File: src/tvc_pkg.sv
package tvc_pkg;

	typedef enum logic [1:0] {
		MODE_LOOKUP = 2'd0,
		MODE_STORE  = 2'd1,
		MODE_INVAL  = 2'd2,
		MODE_FLUSH  = 2'd3
	} mode_t;

	typedef enum logic [1:0] {
		ACT_ALLOW = 2'd0,
		ACT_BLOCK = 2'd1,
		ACT_WARN  = 2'd2,
		ACT_OTHER = 2'd3
	} action_t;

	typedef enum logic [1:0] {
		ST_IDLE,
		ST_SCAN,
		ST_FINISH
	} state_t;

	localparam logic [1:0] CFG_ALLOW_TTL = 2'd0;
	localparam logic [1:0] CFG_BLOCK_TTL = 2'd1;
	localparam logic [1:0] CFG_WARN_TTL  = 2'd2;

	localparam logic [15:0] ALLOW_TTL_RESET = 16'(24 * 60);
	localparam logic [15:0] BLOCK_TTL_RESET = 16'(7 * 24 * 60);
	localparam logic [15:0] WARN_TTL_RESET  = 16'(4 * 60);

	localparam logic [31:0] MS_PER_MINUTE = 32'd60000;
	localparam logic [31:0] TIME_MAX      = 32'hFFFF_FFFF;

	typedef struct packed {
		logic [1:0]  mode;
		logic [63:0] key_word0;
		logic [63:0] key_word1;
		logic [63:0] key_word2;
		logic [63:0] key_word3;
		logic [1:0]  verdict_action;
		logic [7:0]  verdict_severity;
		logic [31:0] now_ms;
		logic        clock_trusted;
	} in_item_t;

	typedef struct packed {
		logic        hit;
		logic [1:0]  hit_action;
		logic [7:0]  hit_severity;
		logic [15:0] hit_ttl_minutes;
	} out_item_t;

	// one memory word per cache slot
	typedef struct packed {
		logic [255:0] key;
		logic [1:0]   action;
		logic [7:0]   severity;
		logic [15:0]  ttl;
		logic [31:0]  time_ms;
	} entry_t;

	// per-slot verdict of the scan pipeline
	typedef struct packed {
		logic        match;
		logic        free;
		logic        expired;
		logic [31:0] time_ms;
		logic [1:0]  action;
		logic [7:0]  severity;
		logic [15:0] ttl;
	} eval_t;

endpackage

File: src/tvc_eval.sv
module tvc_eval #(
	parameter int IW = 4
) (
	input  logic            clk,
	input  logic            arst_n,
	input  logic            kill,
	input  logic            v_s1,
	input  logic [IW-1:0]   idx_s1,
	input  logic            valid_s1,
	input  tvc_pkg::entry_t ent_s1,
	input  logic [255:0]    key,
	input  logic [31:0]     now_ms,
	input  logic            trusted,
	output logic            v_s3,
	output logic [IW-1:0]   idx_s3,
	output tvc_pkg::eval_t  res_s3
);

	logic          v_s2;
	logic [IW-1:0] idx_s2;
	logic          match_s2;
	logic          free_s2;
	logic [31:0]   diff_s2;
	logic [31:0]   thr_s2;
	logic [31:0]   time_s2;
	logic [1:0]    action_s2;
	logic [7:0]    severity_s2;
	logic [15:0]   ttl_s2;

	always_ff @(posedge clk or negedge arst_n) begin
		if (!arst_n) begin
			v_s2 <= 1'b0;
			v_s3 <= 1'b0;
		end else begin
			v_s2 <= v_s1 && !kill;
			v_s3 <= v_s2 && !kill;
		end
	end

	// key compare, elapsed time and expiry threshold in ms
	always_ff @(posedge clk) begin
		idx_s2      <= idx_s1;
		match_s2    <= valid_s1 && (ent_s1.key == key);
		free_s2     <= !valid_s1;
		diff_s2     <= now_ms - ent_s1.time_ms;
		thr_s2      <= 32'(ent_s1.ttl) * tvc_pkg::MS_PER_MINUTE;
		time_s2     <= ent_s1.time_ms;
		action_s2   <= ent_s1.action;
		severity_s2 <= ent_s1.severity;
		ttl_s2      <= ent_s1.ttl;
	end

	// whole minutes reach ttl exactly when the ms difference reaches ttl * 60000
	always_ff @(posedge clk) begin
		idx_s3          <= idx_s2;
		res_s3.match    <= match_s2;
		res_s3.free     <= free_s2;
		res_s3.expired  <= !trusted || (diff_s2 >= thr_s2);
		res_s3.time_ms  <= time_s2;
		res_s3.action   <= action_s2;
		res_s3.severity <= severity_s2;
		res_s3.ttl      <= ttl_s2;
	end

endmodule

File: config.mk
export PLATFORM = sky130hd
export DESIGN_NAME = tvc_eval
export DESIGN_NICKNAME = d
export VERILOG_FILES = /design/src/tvc_pkg.sv /design/src/tvc_eval.sv
export SDC_FILE = /design/constraint.sdc
export NUM_CORES = 1
export LEC_CHECK = 0
export BUFFER_PORTS_ARGS = -buffer_cell sky130_fd_sc_hd__buf_2
export CAP_MARGIN = 20
export CORE_AREA = 4 4 259 261
export DETAILED_ROUTE_END_ITERATION = 8
export DIE_AREA = 0 0 263 265
export SYNTH_ARGS = -nofsm -noshare
export SYNTH_HDL_FRONTEND = slang
export SYNTH_SLANG_ARGS = --single-unit
File: constraint.sdc
create_clock -name clk -period 2.01 [get_ports clk]
set_input_delay 0.201 -clock clk [delete_from_list [all_inputs] [get_ports clk]]
set_output_delay 0.201 -clock clk [all_outputs]
set_load 0.05 [all_outputs]
### Yosys cells after proc, flatten, opt, wreduce, memory -nomap -nowiden

Index checks and enable logic that the tools add are counted.

* flip-flop bits (word level): 190
* input port bits: 612
* word-level logic and storage cells: 30

* add/subtract/negate cells: 1
* multiply operators: 1
* magnitude comparators: 1
* eq/ne operators: 1
* reductions and logical operators: 7

Operator list (number)
* equality test 256 bit: 1
* >= comparator 32 bit: 1
* subtractor 32 bit: 1
* multiplier 16 x 11 -> 27 bit, second input constant: 1
* logical AND 1 bit: 3
* zero test 1 bit: 3
* logical OR 1 bit: 1

### Longest topological paths before layout

* depth after elaboration: 2
* mapped depth: 18
* depth with buffers taken out: 18

### Least setup slack after synthesis

OpenSTA, ideal clock, no wires.

* path kind: input to register
* start point: in ent_s1[33] (netlist name)
* end point: reg thr_s2[31]
* library setup time: 0.072 ns
* data arrival time: 4.489 ns
* path slack: -2.551 ns
* stages: 18
* path buffers: 0
* cells stage by stage: inv_1 fa_1 inv_1 fa_1 fa_1 inv_1 fa_1 fa_1 inv_1 ha_1 a21o_1 a2111oi_2 o21a_1 a21oi_1 a21oi_1 o221ai_1 a21oi_1 xnor2_1

* longest elaborated chain between the ends: 1

Ends and longest elaborated chain
* start, declared: line tvc_eval.sv:10 `input tvc_pkg::entry_t ent_s1,`
* multiplier 16 x 11 -> 27 bit: line tvc_eval.sv:46 `thr_s2 <= 32'(ent_s1.ttl) * tvc_pkg::MS_PER_MINUTE;`
* end signal, assigned: line tvc_eval.sv:46
* end, declared: line tvc_eval.sv:24 `logic [31:0] thr_s2;`

Every way passes these cells.

### Worst setup path in the final report

* start point: in ent_s1[34] (netlist name)
* end point: reg thr_s2[31]

Same word-level chain as after synthesis.

==> flow_summary_export.csv <==
group,metric,value,unit
routing,ant_nets,0,
global_routing,grt_max_degree,20,
final_layout,drive_above_1_share,44.4,%
timing,rsz0062_at_grt,"true",
global_routing,antenna_found_initial,120,
floorplanning,die_h,265,microns
status,status,"complete, but fails checks",
routing,wl_per_cell,25.3,microns
final_layout,stdcell_count,3255,
worst_hold_path,min-delay-start,"ent_s1[35]",
final_layout,syn_to_final_growth,65.4,%
yosys,synthArstFlopShare,1.06,%
floorplanning,ios,678,
timing,fmax,0.236,GHz
timing,fin_crit_sh,211,%
worst_setup_path,rrSetupSlack,0.09,ns
floorplanning,initial_core_util,19.6,%
yosys,synth_edf_count,0,
routing,vias_per_cell,4.40,
cts,cts.path.max_buffers,2,
final_layout,fillers,6895,
worst_setup_path,cp-start-kind,"input port",
floorplanning,die_x,263,microns
yosys,synthFlopType,"dfxtp_1",
timing,fin_ws,-2.22,ns
worst_setup_path,worstPathArrival,4.58,ns
floorplanning,dieArea,0.0697,sq mm
power_and_ir_drop,irDropWorstVdd,0.988,mV
final_layout,mostFrequentLayoutCells,"671 x buf_2, 261 x inv_1, 210 x buf_4, 186 x dfxtp_1, 113 x ha_1",
worst_setup_path,reg2reg_to,"res_s3[58]",
worst_setup_path,path_class,"in -> reg",
worst_hold_path,whs_endpoint,"ttl_s2[3]",
global_routing,first_global_vias,14600,
yosys,synth_area,0.0126,sq mm
timing,worst_clock_skew,0.00911,ns
routing,drc,0,
routing,drt_iter0_drc,825,
placed_design,io_buffers,677,
power_and_ir_drop,power.density,983,mW/mm^2
placed_design,gp_congestion,1.05,
yosys,yosysWarnings,0,
global_routing,track_usage,22.4,%
yosys,synth_seq_cells,189,
global_routing,grt_pass1_wl,109000,microns
cts,cts_tree,"done",
placed_design,dp_hpwl,75200,microns
worst_setup_path,critPathMaxFanout,3,
floorplanning,rows,93,
yosys,synth.avg_cell_area,9.26,sq um
routing,dr.pass1.iters,5,
timing,slew_violations,0,
cts,cts_max_level,4,
power_and_ir_drop,finalPower,20.6,mW
routing,wl,82400,microns
status,violations,"negative setup slack",
worst_setup_path,cp.required,2.36,ns
worst_hold_path,whs_path_depth,2,
final_layout,final_common_cell,"buf_2",
worst_setup_path,cp-end-kind,"flip-flop",
cts,clock_latency,0.44,ns
timing,tightest_slew,0.537,ns
timing,setup_viol,21,
yosys,netlist-cell-type-count,60,
worst_hold_path,hold_path_class,"in -> reg",
cts,numCtsBuffers,17,
final_layout,layout.nets,3150,
worst_setup_path,r2r_start,"thr_s2[24]",
worst_setup_path,reg2reg_depth,10,
cts,clk_pin_slew,0.07,ns
cts,cts_sinks,189,
global_routing,grt-ovfl-total,0,
timing,max_slew_margin,64.2,%
placed_design,dp.cells,3095,
yosys,syn_nets,2174,
routing,vias,14300,
yosys,synthCells,1365,
final_layout,utilization,32.4,%
timing,hold_violations,0,
timing,min_period,4.23,ns
power_and_ir_drop,p_leak,10.7,nW
cts,cts-root-buf,"clkbuf_16",
job,maxCapViolCount,0,
yosys,yosysSeqAreaShare,30.0,%
floorplanning,coreArea,0.0645,sq mm
cells in the mapped netlist, types with 3 or more instances:
library cell | instances | area, sq um
o21ai_0 | 32 | 160
dfxtp_1 | 187 | 3740
a2bb2oi_1 | 5 | 43.8
nand2b_1 | 5 | 31.3
o211ai_1 | 4 | 30.0
nor2b_1 | 7 | 43.8
nand4_1 | 41 | 257
a22oi_1 | 5 | 37.5
or3_1 | 4 | 25.0
ha_1 | 135 | 1690
o2bb2ai_1 | 19 | 166
xnor2_1 | 85 | 744
o221ai_1 | 7 | 61.3
clkbuf_1 | 10 | 37.5
nor4_1 | 30 | 188
a21oi_1 | 52 | 260
xor2_1 | 91 | 797
a21o_1 | 33 | 248
a211oi_2 | 3 | 37.5
a22o_1 | 3 | 26.3
o22ai_1 | 41 | 257
a211oi_1 | 14 | 105
nor3_1 | 17 | 85.1
nand3_1 | 19 | 95.1
a31oi_1 | 5 | 31.3
a41oi_1 | 3 | 26.3
o21bai_1 | 4 | 30.0
a21boi_0 | 4 | 30.0
nand2_1 | 39 | 146
o21a_1 | 7 | 52.6
a221oi_1 | 41 | 359
o31ai_1 | 3 | 22.5
fa_1 | 62 | 1240
nor2_1 | 37 | 139
and3_1 | 6 | 37.5
o21ai_1 | 5 | 25.0
inv_1 | 268 | 1010
layer usage:
layer	vias up	global-route usage, %	part of all wire, %
li1	6732	-	-
met1	6611	22.9	35
met2	728	41.1	51
met3	224	5.89	7.6
met4	24	13.0	6.9
met5	-	0	0.19
flip-flops by register name (all words and copies together), names as in the netlist:
signal	flops
severity_s2	8
res_s3	61
ttl_s2	16
v_s2	1
time_s2	32
match_s2	1
thr_s2	26
v_s3	1
free_s2	1
idx_s2	4
diff_s2	32
action_s2	2
idx_s3	4
cell families (layout without fill, tap and decap cells):
family	count (synthesis)	in the layout	synth area share, %
XOR/XNOR	176	176	12.2
buffers and inverters	278	1267	8.26
flip-flops	189	189	30.0
multiplexers	2	2	0.158
other	0	46	0
AND/OR/NAND/NOR	219	219	9.17
adder cells (fa/ha/maj)	197	197	23.2
AO/OA/AOI/OAI	304	304	17.0
through the flow:
step | instance area, sq um | hold slack (ns) | setup slack [ns] | TNS [ns]
CTS | 20500 | 0.00917 | -2.11 | -32.09
finish | 20900 | 0.0486 | -2.22 | -34.79
global placement | 18900 | -0.0117 | -2.67 | -50.06
detailed placement | 18900 | -0.0118 | -2.74 | -50.74
global route | 20900 | 0.0308 | -2.32 | -36.53
floorplan | 12900 | -0.0946 | -2.39 | -35.04
worst max-delay path, stage by stage:
cell and delay (ns):
buf_8 0.10, buf_4 0.13, fa_1 0.49, fa_1 0.43, fa_1 0.49, inv_1 0.05, fa_1 0.45, fa_1 0.51
inv_2 0.05, ha_4 0.27, and3_4 0.20, nand3_2 0.07, or3b_4 0.38, a21oi_4 0.24, a21oi_4 0.09, o221ai_2 0.16
a21oi_2 0.08, xnor2_1 0.18
power breakdown:
part           internal, mW  leakage, nW  switching, mW  total, mW
Sequential             4.36         1.60          0.195       4.56
Clock                  1.93        0.299           1.59       3.51
Combinational          6.48         8.75           6.00       12.5
layout make-up:
type	instances	area, sq um	area share, %
timing repair buffer	967	5860	28.0
clock buffer	19	443	2.12
antenna	46	115	0.551
sequential	189	3790	18.2
clock inverter	13	175	0.838
multi-input combinational	898	8430	40.3
tap	855	1070	5.12
inverter	268	1030	4.91
worst max path at each step:
stage	startpoint	endpoint	slack [ns]	cells past startpoint
2_1_floorplan	ent_s1[35]	thr_s2[31]	-2.39	18
6_report	ent_s1[34]	thr_s2[31]	-2.22	18
5_1_grt	ent_s1[33]	thr_s2[31]	-2.32	20
4_1_cts	ent_s1[34]	thr_s2[27]	-2.11	19
3_5_place_dp	ent_s1[34]	thr_s2[31]	-2.74	19
3_3_place_gp	ent_s1[33]	thr_s2[31]	-2.67	19
repair_timing:
action                                 CTS  global route
pin swaps                               45            56
hold buffers                            56             0
resized for setup                       70            65
setup endpoints to repair               23            33
buffers inserted                        14            23
endpoints found under the hold margin   57             0
(Power assumes the default switching activity.)
